## src/design/lpp_pkg.sv

```systemverilog
package lpp_pkg;

	localparam int BASIS_W   = 11;
	localparam int ORG_W     = 16;
	localparam int FRAC_W    = 5;
	localparam int PT_W      = 16;
	localparam int DIFF_W    = 17;
	localparam int MUL_N_W   = 31;
	localparam int PROD_W    = BASIS_W + MUL_N_W;
	localparam int MAC_W     = PROD_W + 1;
	localparam int NUM_MAG_W = 28;
	localparam int DIV_NUM_W = 44;
	localparam int DIV_DEN_W = 22;
	localparam int DIV_CNT_W = 6;
	localparam int PROJ_W    = DIV_NUM_W + 1;
	localparam int NODE_W    = 31;
	localparam int OFF_W     = 16;
	localparam int SNAP_W    = 32;
	localparam int APB_AW    = 5;
	localparam int APB_DW    = 32;

	localparam logic [FRAC_W-1:0] FRAC_MIN = 5'd1;
	localparam logic [FRAC_W-1:0] FRAC_MAX = 5'd16;

	localparam logic signed [NODE_W-1:0] EXT_POS_MAX = {1'b0, {(NODE_W-1){1'b1}}};
	localparam logic signed [NODE_W-1:0] EXT_NEG_MIN = {1'b1, {(NODE_W-1){1'b0}}};

	typedef enum logic [2:0] {
		REG_BASIS_U_X,
		REG_BASIS_V_X,
		REG_BASIS_U_Y,
		REG_BASIS_V_Y,
		REG_ORIGIN_X,
		REG_ORIGIN_Y,
		REG_FRAC_BITS
	} reg_idx_t;

	typedef enum logic [3:0] {
		ST_IDLE,
		ST_DET,
		ST_NX,
		ST_NY,
		ST_PREP,
		ST_START,
		ST_DIV,
		ST_ROUND,
		ST_NODE,
		ST_SX,
		ST_SY,
		ST_DONE
	} seq_state_t;

	typedef struct packed {
		logic signed [BASIS_W-1:0] basis_u_x;
		logic signed [BASIS_W-1:0] basis_v_x;
		logic signed [BASIS_W-1:0] basis_u_y;
		logic signed [BASIS_W-1:0] basis_v_y;
		logic signed [ORG_W-1:0]   origin_x;
		logic signed [ORG_W-1:0]   origin_y;
		logic [FRAC_W-1:0]         frac_eff;
	} lpp_cfg_t;

	typedef struct packed {
		logic signed [BASIS_W-1:0] m0;
		logic signed [MUL_N_W-1:0] n0;
		logic signed [BASIS_W-1:0] m1;
		logic signed [MUL_N_W-1:0] n1;
		logic                      sub;
	} mac_op_t;

endpackage

```

## src/design/lattice_point_projection_top.sv

```systemverilog
// Channel | Handshake                     | Payload
// --------+-------------------------------+-------------------------------------------------
// point   | point_valid / point_ready     | point_x, point_y, last_point
// result  | result_valid / result_ready   | lattice_*, offset_*, snapped_*, extent_*, singular
// config  | psel, penable, pwrite, pready | paddr (reg at 4*i), pwdata, prdata
//
// The sequencer takes one point at a time; a singular basis goes from the determinant step
// straight to write-back. The two-lane radix-2 divider (one quotient bit a cycle over a
// 44-bit scaled numerator) holds the sequencer while it runs; one shared multiply-add unit
// computes the determinant, both adjugate products and the snapped node in turn. point_ready
// is high only while the sequencer idles; a waiting result stalls only the final write-back
// step. Reset clears the sequencer, result valid and extents and presets the registers.
module lattice_point_projection_top import lpp_pkg::*; (
	input  logic                     clk,
	input  logic                     arst_n,
	input  logic                     psel,
	input  logic                     penable,
	input  logic                     pwrite,
	input  logic [APB_AW-1:0]        paddr,
	input  logic [APB_DW-1:0]        pwdata,
	output logic [APB_DW-1:0]        prdata,
	output logic                     pready,
	input  logic                     point_valid,
	output logic                     point_ready,
	input  logic signed [PT_W-1:0]   point_x,
	input  logic signed [PT_W-1:0]   point_y,
	input  logic                     last_point,
	output logic                     result_valid,
	input  logic                     result_ready,
	output logic signed [NODE_W-1:0] lattice_col,
	output logic signed [NODE_W-1:0] lattice_row,
	output logic signed [OFF_W-1:0]  offset_col,
	output logic signed [OFF_W-1:0]  offset_row,
	output logic signed [SNAP_W-1:0] snapped_x,
	output logic signed [SNAP_W-1:0] snapped_y,
	output logic signed [NODE_W-1:0] extent_col_min,
	output logic signed [NODE_W-1:0] extent_col_max,
	output logic signed [NODE_W-1:0] extent_row_min,
	output logic signed [NODE_W-1:0] extent_row_max,
	output logic                     singular
);

	localparam int OFFX_W = OFF_W + 1;

	lpp_cfg_t cfg;
	mac_op_t  mac_op;
	logic signed [MAC_W-1:0] mac_res;
	logic [MAC_W-1:0]        mac_mag;

	seq_state_t state_q, state_d;
	logic       div_start, div_done, load_out;
	logic [DIV_NUM_W-1:0] quo0, quo1, num0, num1;

	// request payload and intermediate results
	logic signed [DIFF_W-1:0] dx_q, dy_q;
	logic                     last_q, sing_q;
	logic [DIV_DEN_W-1:0]     det_mag_q;
	logic                     det_neg_q;
	logic [NUM_MAG_W-1:0]     nx_mag_q, ny_mag_q;
	logic                     nx_neg_q, ny_neg_q;
	logic signed [PROJ_W-1:0] rnd_col_q, rnd_row_q;
	logic signed [NODE_W-1:0] col_q, row_q;
	logic signed [OFF_W-1:0]  ocol_q, orow_q;
	logic [SNAP_W-1:0]        sx_q;

	// running extents
	logic signed [NODE_W-1:0] run_col_min_q, run_col_max_q, run_row_min_q, run_row_max_q;
	logic signed [NODE_W-1:0] ext_col_min, ext_col_max, ext_row_min, ext_row_max;

	// rounding helpers
	logic [PROJ_W-1:0] half_proj;
	logic [OFFX_W-1:0] half_off;
	logic [OFF_W-1:0]  frac_mask;

	// result register
	logic                     result_valid_q;
	logic signed [NODE_W-1:0] out_col_q, out_row_q;
	logic signed [OFF_W-1:0]  out_ocol_q, out_orow_q;
	logic signed [SNAP_W-1:0] out_sx_q, out_sy_q;
	logic signed [NODE_W-1:0] out_cmin_q, out_cmax_q, out_rmin_q, out_rmax_q;
	logic                     out_sing_q;

	function automatic mac_op_t make_op(
		input logic signed [BASIS_W-1:0] m0,
		input logic signed [MUL_N_W-1:0] n0,
		input logic signed [BASIS_W-1:0] m1,
		input logic signed [MUL_N_W-1:0] n1,
		input logic                      sub
	);
		mac_op_t op;
		op.m0  = m0;
		op.n0  = n0;
		op.m1  = m1;
		op.n1  = n1;
		op.sub = sub;
		return op;
	endfunction

	lpp_regs u_regs (
		.clk     (clk),
		.arst_n  (arst_n),
		.psel    (psel),
		.penable (penable),
		.pwrite  (pwrite),
		.paddr   (paddr),
		.pwdata  (pwdata),
		.prdata  (prdata),
		.cfg     (cfg)
	);

	lpp_mac u_mac (
		.clk   (clk),
		.op    (mac_op),
		.res_q (mac_res)
	);

	// scale both numerators by 2^p before the divide
	assign num0 = DIV_NUM_W'(nx_mag_q) << cfg.frac_eff;
	assign num1 = DIV_NUM_W'(ny_mag_q) << cfg.frac_eff;

	lpp_div u_div (
		.clk    (clk),
		.arst_n (arst_n),
		.start  (div_start),
		.den    (det_mag_q),
		.num0   (num0),
		.num1   (num1),
		.quo0   (quo0),
		.quo1   (quo1),
		.done   (div_done)
	);

	assign pready      = 1'b1;
	assign point_ready = (state_q == ST_IDLE);

	assign mac_mag   = mac_res[MAC_W-1] ? MAC_W'(-mac_res) : MAC_W'(mac_res);
	assign half_proj = PROJ_W'(1) << (cfg.frac_eff - FRAC_W'(1));
	assign half_off  = OFFX_W'(1) << (cfg.frac_eff - FRAC_W'(1));
	assign frac_mask = OFF_W'((OFFX_W'(1) << cfg.frac_eff) - OFFX_W'(1));

	// Sequencer: feed the shared multiply-add one product pair per step, then divide,
	// round, snap back and hand the result to the output register.
	always_comb begin
		state_d   = state_q;
		mac_op    = '0;
		div_start = 1'b0;
		load_out  = 1'b0;
		unique case (state_q)
			ST_IDLE: begin
				if (point_valid) begin
					state_d = ST_DET;
				end
			end
			ST_DET: begin
				// det = a*d - c*b
				mac_op  = make_op(cfg.basis_u_x, MUL_N_W'(cfg.basis_v_y),
					cfg.basis_u_y, MUL_N_W'(cfg.basis_v_x), 1'b1);
				state_d = ST_NX;
			end
			ST_NX: begin
				// d*dx - b*dy; determinant is on the unit output now
				mac_op  = make_op(cfg.basis_v_y, MUL_N_W'(dx_q),
					cfg.basis_v_x, MUL_N_W'(dy_q), 1'b1);
				state_d = (mac_res == '0) ? ST_DONE : ST_NY;
			end
			ST_NY: begin
				// a*dy - c*dx
				mac_op  = make_op(cfg.basis_u_x, MUL_N_W'(dy_q),
					cfg.basis_u_y, MUL_N_W'(dx_q), 1'b1);
				state_d = ST_PREP;
			end
			ST_PREP: begin
				state_d = ST_START;
			end
			ST_START: begin
				div_start = 1'b1;
				state_d   = ST_DIV;
			end
			ST_DIV: begin
				if (div_done) begin
					state_d = ST_ROUND;
				end
			end
			ST_ROUND: begin
				state_d = ST_NODE;
			end
			ST_NODE: begin
				state_d = ST_SX;
			end
			ST_SX: begin
				mac_op  = make_op(cfg.basis_u_x, col_q, cfg.basis_v_x, row_q, 1'b0);
				state_d = ST_SY;
			end
			ST_SY: begin
				mac_op  = make_op(cfg.basis_u_y, col_q, cfg.basis_v_y, row_q, 1'b0);
				state_d = ST_DONE;
			end
			ST_DONE: begin
				// hold the y operands so the unit output stays put while stalled
				mac_op = make_op(cfg.basis_u_y, col_q, cfg.basis_v_y, row_q, 1'b0);
				if (!result_valid_q || result_ready) begin
					load_out = 1'b1;
					state_d  = ST_IDLE;
				end
			end
			default: state_d = ST_IDLE;
		endcase
	end

	always_ff @(posedge clk or negedge arst_n) begin
		if (!arst_n) begin
			state_q <= ST_IDLE;
		end else begin
			state_q <= state_d;
		end
	end

	// Datapath capture, one step per sequencer state.
	always_ff @(posedge clk) begin
		case (state_q)
			ST_IDLE: begin
				if (point_valid) begin
					dx_q   <= DIFF_W'(point_x) - DIFF_W'(cfg.origin_x);
					dy_q   <= DIFF_W'(point_y) - DIFF_W'(cfg.origin_y);
					last_q <= last_point;
				end
			end
			ST_NX: begin
				det_mag_q <= mac_mag[DIV_DEN_W-1:0];
				det_neg_q <= mac_res[MAC_W-1];
				sing_q    <= (mac_res == '0);
			end
			ST_NY: begin
				nx_mag_q <= mac_mag[NUM_MAG_W-1:0];
				nx_neg_q <= mac_res[MAC_W-1];
			end
			ST_PREP: begin
				ny_mag_q <= mac_mag[NUM_MAG_W-1:0];
				ny_neg_q <= mac_res[MAC_W-1];
			end
			ST_ROUND: begin
				// apply the quotient sign and add half a node in one step
				rnd_col_q <= (nx_neg_q ^ det_neg_q) ? half_proj - {1'b0, quo0}
					: {1'b0, quo0} + half_proj;
				rnd_row_q <= (ny_neg_q ^ det_neg_q) ? half_proj - {1'b0, quo1}
					: {1'b0, quo1} + half_proj;
			end
			ST_NODE: begin
				col_q  <= NODE_W'(rnd_col_q >>> cfg.frac_eff);
				row_q  <= NODE_W'(rnd_row_q >>> cfg.frac_eff);
				ocol_q <= OFF_W'({1'b0, rnd_col_q[OFF_W-1:0] & frac_mask} - half_off);
				orow_q <= OFF_W'({1'b0, rnd_row_q[OFF_W-1:0] & frac_mask} - half_off);
			end
			ST_SY: begin
				sx_q <= mac_res[SNAP_W-1:0] + SNAP_W'(cfg.origin_x);
			end
			default: ;
		endcase
	end

	// extents including the current node
	assign ext_col_min = (col_q < run_col_min_q) ? col_q : run_col_min_q;
	assign ext_col_max = (col_q > run_col_max_q) ? col_q : run_col_max_q;
	assign ext_row_min = (row_q < run_row_min_q) ? row_q : run_row_min_q;
	assign ext_row_max = (row_q > run_row_max_q) ? row_q : run_row_max_q;

	// Advance the extents on write-back unless the basis is singular; drop them after the last point of a set.
	always_ff @(posedge clk or negedge arst_n) begin
		if (!arst_n) begin
			run_col_min_q <= EXT_POS_MAX;
			run_col_max_q <= EXT_NEG_MIN;
			run_row_min_q <= EXT_POS_MAX;
			run_row_max_q <= EXT_NEG_MIN;
		end else if (load_out) begin
			if (last_q) begin
				run_col_min_q <= EXT_POS_MAX;
				run_col_max_q <= EXT_NEG_MIN;
				run_row_min_q <= EXT_POS_MAX;
				run_row_max_q <= EXT_NEG_MIN;
			end else if (!sing_q) begin
				run_col_min_q <= ext_col_min;
				run_col_max_q <= ext_col_max;
				run_row_min_q <= ext_row_min;
				run_row_max_q <= ext_row_max;
			end
		end
	end

	// Result register: hold while the consumer stalls, refill as it drains.
	always_ff @(posedge clk or negedge arst_n) begin
		if (!arst_n) begin
			result_valid_q <= 1'b0;
		end else if (load_out) begin
			result_valid_q <= 1'b1;
		end else if (result_ready) begin
			result_valid_q <= 1'b0;
		end
	end

	always_ff @(posedge clk) begin
		if (load_out) begin
			out_sing_q <= sing_q;
			if (sing_q) begin
				out_col_q  <= '0;
				out_row_q  <= '0;
				out_ocol_q <= '0;
				out_orow_q <= '0;
				out_sx_q   <= '0;
				out_sy_q   <= '0;
				out_cmin_q <= '0;
				out_cmax_q <= '0;
				out_rmin_q <= '0;
				out_rmax_q <= '0;
			end else begin
				out_col_q  <= col_q;
				out_row_q  <= row_q;
				out_ocol_q <= ocol_q;
				out_orow_q <= orow_q;
				out_sx_q   <= sx_q;
				out_sy_q   <= mac_res[SNAP_W-1:0] + SNAP_W'(cfg.origin_y);
				out_cmin_q <= ext_col_min;
				out_cmax_q <= ext_col_max;
				out_rmin_q <= ext_row_min;
				out_rmax_q <= ext_row_max;
			end
		end
	end

	assign result_valid   = result_valid_q;
	assign lattice_col    = out_col_q;
	assign lattice_row    = out_row_q;
	assign offset_col     = out_ocol_q;
	assign offset_row     = out_orow_q;
	assign snapped_x      = out_sx_q;
	assign snapped_y      = out_sy_q;
	assign extent_col_min = out_cmin_q;
	assign extent_col_max = out_cmax_q;
	assign extent_row_min = out_rmin_q;
	assign extent_row_max = out_rmax_q;
	assign singular       = out_sing_q;

endmodule

```

## src/design/lpp_regs.sv

```systemverilog
module lpp_regs import lpp_pkg::*; (
	input  logic              clk,
	input  logic              arst_n,
	input  logic              psel,
	input  logic              penable,
	input  logic              pwrite,
	input  logic [APB_AW-1:0] paddr,
	input  logic [APB_DW-1:0] pwdata,
	output logic [APB_DW-1:0] prdata,
	output lpp_cfg_t          cfg
);

	logic signed [BASIS_W-1:0] basis_u_x_q, basis_v_x_q, basis_u_y_q, basis_v_y_q;
	logic signed [ORG_W-1:0]   origin_x_q, origin_y_q;
	logic [FRAC_W-1:0]         frac_bits_q;
	logic [2:0]                idx;
	logic                      wr;

	assign idx = paddr[APB_AW-1:2];
	assign wr  = psel & penable & pwrite;

	always_ff @(posedge clk or negedge arst_n) begin
		if (!arst_n) begin
			basis_u_x_q <= BASIS_W'(1);
			basis_v_x_q <= '0;
			basis_u_y_q <= '0;
			basis_v_y_q <= BASIS_W'(1);
			origin_x_q  <= '0;
			origin_y_q  <= '0;
			frac_bits_q <= FRAC_W'(8);
		end else if (wr) begin
			unique case (idx)
				REG_BASIS_U_X: basis_u_x_q <= pwdata[BASIS_W-1:0];
				REG_BASIS_V_X: basis_v_x_q <= pwdata[BASIS_W-1:0];
				REG_BASIS_U_Y: basis_u_y_q <= pwdata[BASIS_W-1:0];
				REG_BASIS_V_Y: basis_v_y_q <= pwdata[BASIS_W-1:0];
				REG_ORIGIN_X:  origin_x_q  <= pwdata[ORG_W-1:0];
				REG_ORIGIN_Y:  origin_y_q  <= pwdata[ORG_W-1:0];
				REG_FRAC_BITS: frac_bits_q <= pwdata[FRAC_W-1:0];
				default: ;
			endcase
		end
	end

	always_comb begin
		unique case (idx)
			REG_BASIS_U_X: prdata = APB_DW'(basis_u_x_q);
			REG_BASIS_V_X: prdata = APB_DW'(basis_v_x_q);
			REG_BASIS_U_Y: prdata = APB_DW'(basis_u_y_q);
			REG_BASIS_V_Y: prdata = APB_DW'(basis_v_y_q);
			REG_ORIGIN_X:  prdata = APB_DW'(origin_x_q);
			REG_ORIGIN_Y:  prdata = APB_DW'(origin_y_q);
			REG_FRAC_BITS: prdata = APB_DW'(frac_bits_q);
			default:       prdata = '0;
		endcase
	end

	// clamp the fraction width to 1..16
	always_comb begin
		cfg.basis_u_x = basis_u_x_q;
		cfg.basis_v_x = basis_v_x_q;
		cfg.basis_u_y = basis_u_y_q;
		cfg.basis_v_y = basis_v_y_q;
		cfg.origin_x  = origin_x_q;
		cfg.origin_y  = origin_y_q;
		if (frac_bits_q < FRAC_MIN) begin
			cfg.frac_eff = FRAC_MIN;
		end else if (frac_bits_q > FRAC_MAX) begin
			cfg.frac_eff = FRAC_MAX;
		end else begin
			cfg.frac_eff = frac_bits_q;
		end
	end

endmodule

```

## src/design/lpp_mac.sv

```systemverilog
module lpp_mac import lpp_pkg::*; (
	input  logic                    clk,
	input  mac_op_t                 op,
	output logic signed [MAC_W-1:0] res_q
);

	logic signed [PROD_W-1:0] prod0, prod1;
	logic signed [MAC_W-1:0]  res_d;

	assign prod0 = op.m0 * op.n0;
	assign prod1 = op.m1 * op.n1;
	assign res_d = op.sub ? MAC_W'(prod0) - MAC_W'(prod1) : MAC_W'(prod0) + MAC_W'(prod1);

	always_ff @(posedge clk) begin
		res_q <= res_d;
	end

endmodule

```

## src/design/lpp_div.sv

```systemverilog
module lpp_div import lpp_pkg::*; (
	input  logic                 clk,
	input  logic                 arst_n,
	input  logic                 start,
	input  logic [DIV_DEN_W-1:0] den,
	input  logic [DIV_NUM_W-1:0] num0,
	input  logic [DIV_NUM_W-1:0] num1,
	output logic [DIV_NUM_W-1:0] quo0,
	output logic [DIV_NUM_W-1:0] quo1,
	output logic                 done
);

	// two lanes share divisor and step counter; one quotient bit per cycle
	logic [DIV_DEN_W-1:0] den_q;
	logic [DIV_NUM_W-1:0] quo_q [2];
	logic [DIV_DEN_W-1:0] rem_q [2];
	logic [DIV_DEN_W:0]   sh    [2];
	logic [DIV_DEN_W+1:0] diff  [2];
	logic [DIV_CNT_W-1:0] cnt_q;
	logic                 busy_q, done_q;

	always_comb begin
		for (int i = 0; i < 2; i++) begin
			sh[i]   = {rem_q[i], quo_q[i][DIV_NUM_W-1]};
			diff[i] = {1'b0, sh[i]} - {2'b00, den_q};
		end
	end

	always_ff @(posedge clk) begin
		if (start) begin
			den_q    <= den;
			quo_q[0] <= num0;
			quo_q[1] <= num1;
			rem_q[0] <= '0;
			rem_q[1] <= '0;
		end else if (busy_q) begin
			for (int i = 0; i < 2; i++) begin
				if (!diff[i][DIV_DEN_W+1]) begin
					rem_q[i] <= diff[i][DIV_DEN_W-1:0];
					quo_q[i] <= {quo_q[i][DIV_NUM_W-2:0], 1'b1};
				end else begin
					rem_q[i] <= sh[i][DIV_DEN_W-1:0];
					quo_q[i] <= {quo_q[i][DIV_NUM_W-2:0], 1'b0};
				end
			end
		end
	end

	always_ff @(posedge clk or negedge arst_n) begin
		if (!arst_n) begin
			busy_q <= 1'b0;
			cnt_q  <= '0;
			done_q <= 1'b0;
		end else begin
			done_q <= busy_q && (cnt_q == DIV_CNT_W'(1));
			if (start) begin
				busy_q <= 1'b1;
				cnt_q  <= DIV_CNT_W'(DIV_NUM_W);
			end else if (busy_q) begin
				cnt_q <= cnt_q - DIV_CNT_W'(1);
				if (cnt_q == DIV_CNT_W'(1)) begin
					busy_q <= 1'b0;
				end
			end
		end
	end

	assign quo0 = quo_q[0];
	assign quo1 = quo_q[1];
	assign done = done_q;

endmodule

```

## config.mk

```make
export PLATFORM = sky130hd
export DESIGN_NAME = lattice_point_projection_top
export DESIGN_NICKNAME = d
export VERILOG_FILES = /design/src/design/lpp_pkg.sv /design/src/design/lattice_point_projection_top.sv /design/src/design/lpp_regs.sv /design/src/design/lpp_mac.sv /design/src/design/lpp_div.sv
export SDC_FILE = /design/constraint.sdc
export NUM_CORES = 2
export LEC_CHECK = 0
export BUFFER_PORTS_ARGS = -buffer_cell sky130_fd_sc_hd__buf_2
export CAP_MARGIN = 25
export CORE_ASPECT_RATIO = 1.1
export CORE_MARGIN = 2
export CORE_UTILIZATION = 55
export DETAILED_ROUTE_END_ITERATION = 10
export GPL_ROUTABILITY_DRIVEN = 1
export PLACE_DENSITY = 0.74
export SLEW_MARGIN = 20
export SYNTH_ARGS = -nofsm -noshare
export SYNTH_HDL_FRONTEND = slang
export SYNTH_SLANG_ARGS = --single-unit
```

## constraint.sdc

```tcl
create_clock -name clk -period 32.5 [get_ports clk]
set_input_delay 4.875 -clock clk [delete_from_list [all_inputs] [get_ports clk]]
set_output_delay 4.875 -clock clk [all_outputs]
set_load 0.02 [all_outputs]
```

==> flow_metrics.tcl <==
set metrics [dict create \
    status "complete, no violations" \
    fin_setup_tns_ns 0 \
    die_w_microns 388 \
    setup_viol 0 \
    num_rows 154 \
    worst_setup_path_end_kind "output pin" \
    overflow 0 \
    dieHeight_microns 426 \
    port_buffers 375 \
    rsz0062_at_grt "no" \
    tightest_slew_ns 1.22 \
    slew_viol_final 0 \
    worstSkewPairLatency_ns 0.79 \
    dr.pass1.iters 9 \
    antenna_found_initial 29 \
    clk_path_buf_depth 3 \
    yosysSeqAreaShare_pct 33.1 \
    synth.ff_latch_count 1031 \
    grt_pass1_wl_microns 441000 \
    post_cts.repair.setup_buffers 0 \
    gp_congestion 1.01 \
    hpwl_microns 229000 \
    cts_resized 0 \
    ys_types 89 \
    drive_above_1_share_pct 9.57 \
    layout_common_cells "1073 x nand2_1, 964 x inv_1, 889 x nor2_1, 769 x edfxtp_1, 606 x fa_1" \
    fin_skew_ns 0.0317 \
    max_freq_ghz 0.0822 \
    cts_tree "done" \
    h-tree-depth 3 \
    crit_type "primary input to output pin" \
    area_growth_syn_to_layout_pct 9.13 \
    yosysWarnings 0 \
    startpoint_type "primary input" \
    synth-edff-count 769 \
    cts_num_sinks 1031 \
    num_io_pins 395 \
    hold_class "flip-flop to flip-flop" \
    start_util_pct 55.5 \
    placed_area_sq_um 93300 \
    synth_area_sq_um 89100 \
    fin_crit_sh_pct 37.4 \
    root_buffer "clkbuf_16" \
    fillers 13500 \
    dieArea_sq_um 165000 \
    worst_ep_required_time_ns 27.62 \
    multi_input_area_sq_um 54600 \
    finalHoldViolations 0 \
    final_cell_area_sq_um 97200 \
    layout_min_cycle_time_ns 12.17 \
    wl_microns 294000 \
    final_nets 10900 \
    crit_fanout 32 \
    final_common_cell "nand2_1" \
    syn_inst 9409 \
    maxSlewHeadroom_pct 18.2 \
    syn_avg_cell_area_sq_um 9.47 \
    detail-route-antenna-nets 0 \
    hold_buffers 0 \
    synthArstFlopShare_pct 21.1 \
    cap_violations 0 \
    numCtsBuffers 110 \
    ff_latch_area_sq_um 29500 \
    grt_start_max_net_pins 96 \
    clk_pin_slew_ns 0.07 \
    critPathArrivalTime_ns 7.29 \
    num_vias 73200 \
    drtIter0Drc 7470 \
    track_usage_pct 35.4 \
    grt_pass1_vias 71900 \
    core_sq_um 161000 \
    drcViolationCount 0 \
    synthFlopType "edfxtp_1" \
    post_drt_wl_per_cell_microns 24.8 \
    via_per_inst 6.19 \
]
[stage by stage]
| step | setup WS [ns] | hold slack (ns) | utilization, % | instances |
|---|---|---|---|---|
| 6_report | 20.33 | 0.413 | 60.6 | 11800 |
| 4_1_cts | 20.50 | 0.417 | 60.5 | 11800 |
| 5_1_grt | 20.06 | 0.423 | 60.6 | 11800 |
| 3_3_place_gp | 20.47 | 0.401 | 58.0 | 11600 |
| 3_5_place_dp | 20.50 | 0.405 | 58.1 | 11600 |
| 2_1_floorplan | 18.77 | 0.400 | - | 9441 |
[flip-flops by register name (all words and copies together), names as in the netlist, 32 cells and up]
signal       flops
rnd_row_q       45
u_div.quo_q     88
snapped_y       32
snapped_x       32
u_div.rem_q     44
u_mac.res_q     43
rnd_col_q       45
sx_q            32
[worst max-delay path, stage by stage]
cell,delay [ns]
buf_2,0.57
nand2b_1,0.61
o22ai_1,0.17
a22oi_1,0.31
o21ai_0,0.42
buf_2,0.32
[synthesized netlist by cell type (all sizes together) (138+ instances only)]
cell | n | area [sq um]
o21ai | 439 | 2200
xor2 | 138 | 1210
nand2 | 1078 | 4050
inv | 967 | 3630
nor2b | 201 | 1260
xnor2 | 320 | 2800
a21o | 210 | 1580
nor2 | 901 | 3390
ha | 581 | 7270
edfxtp | 769 | 23100
clkbuf | 355 | 1330
dfrtp | 153 | 3830
nand3 | 138 | 691
mux2i | 458 | 4580
a21oi | 499 | 2500
fa | 606 | 12100
[layout make-up]
cell class                      count  share of cell area [%]
Inverter                          969                    3.75
Clock inverter                     69                   0.982
Timing Repair Buffer              509                    3.01
Antenna cell                       12                  0.0309
Clock buffer                      140                    3.04
Multi-Input combinational cell   7004                    56.1
Tap cell                         2106                    2.71
Sequential cell                  1031                    30.4
[worst paths after layout]
check	startpoint	to	slack (ns)	cells after the start
setup / recovery	paddr[3]	prdata[2]	20.33	6
hold / removal	det_mag_q[13]$_DFFE_PN_	u_div.den_q[13]$_DFFE_PP_	0.41	0
setup reg to reg	state_q[3]$_DFFE_PN0P_	u_mac.res_q[40]$_DFF_P_	20.70	36
hold reg to reg	det_mag_q[13]$_DFFE_PN_	u_div.den_q[13]$_DFFE_PP_	0.41	0
max in group asynchronous	arst_n	run_col_max_q[21]$_DFFE_PN0P_	25.96	3
min in group asynchronous	arst_n	u_div.cnt_q[5]$_DFFE_PN0P_	4.07	1
[per-layer routing]
| layer | global-route usage, % | up-vias | wire length, microns |
|---|---|---|---|
| li1 | - | 32900 | - |
| met1 | 44.6 | 35900 | 111000 |
| met2 | 56.4 | 3693 | 133000 |
| met4 | 20.6 | 14 | 19800 |
| met3 | 7.46 | 799 | 29900 |
| met5 | 0 | - | 92 |
[cells by family after synthesis]
family | after synthesis | share of synthesized area, %
other | 2 | 0.00843
and+or+nand+nor | 2888 | 14.6
DFF | 1031 | 33.1
buffers and inverters | 1406 | 6.00
muxes | 534 | 6.18
adders and majority gates | 1187 | 21.8
AOI/OAI and AO/OA | 1903 | 13.8
xor gates and xnor gates | 458 | 4.50
Power is left out: the tool's default activity adds up to more than one toggle a clock period on the data nets, which glitch-free logic cannot reach.
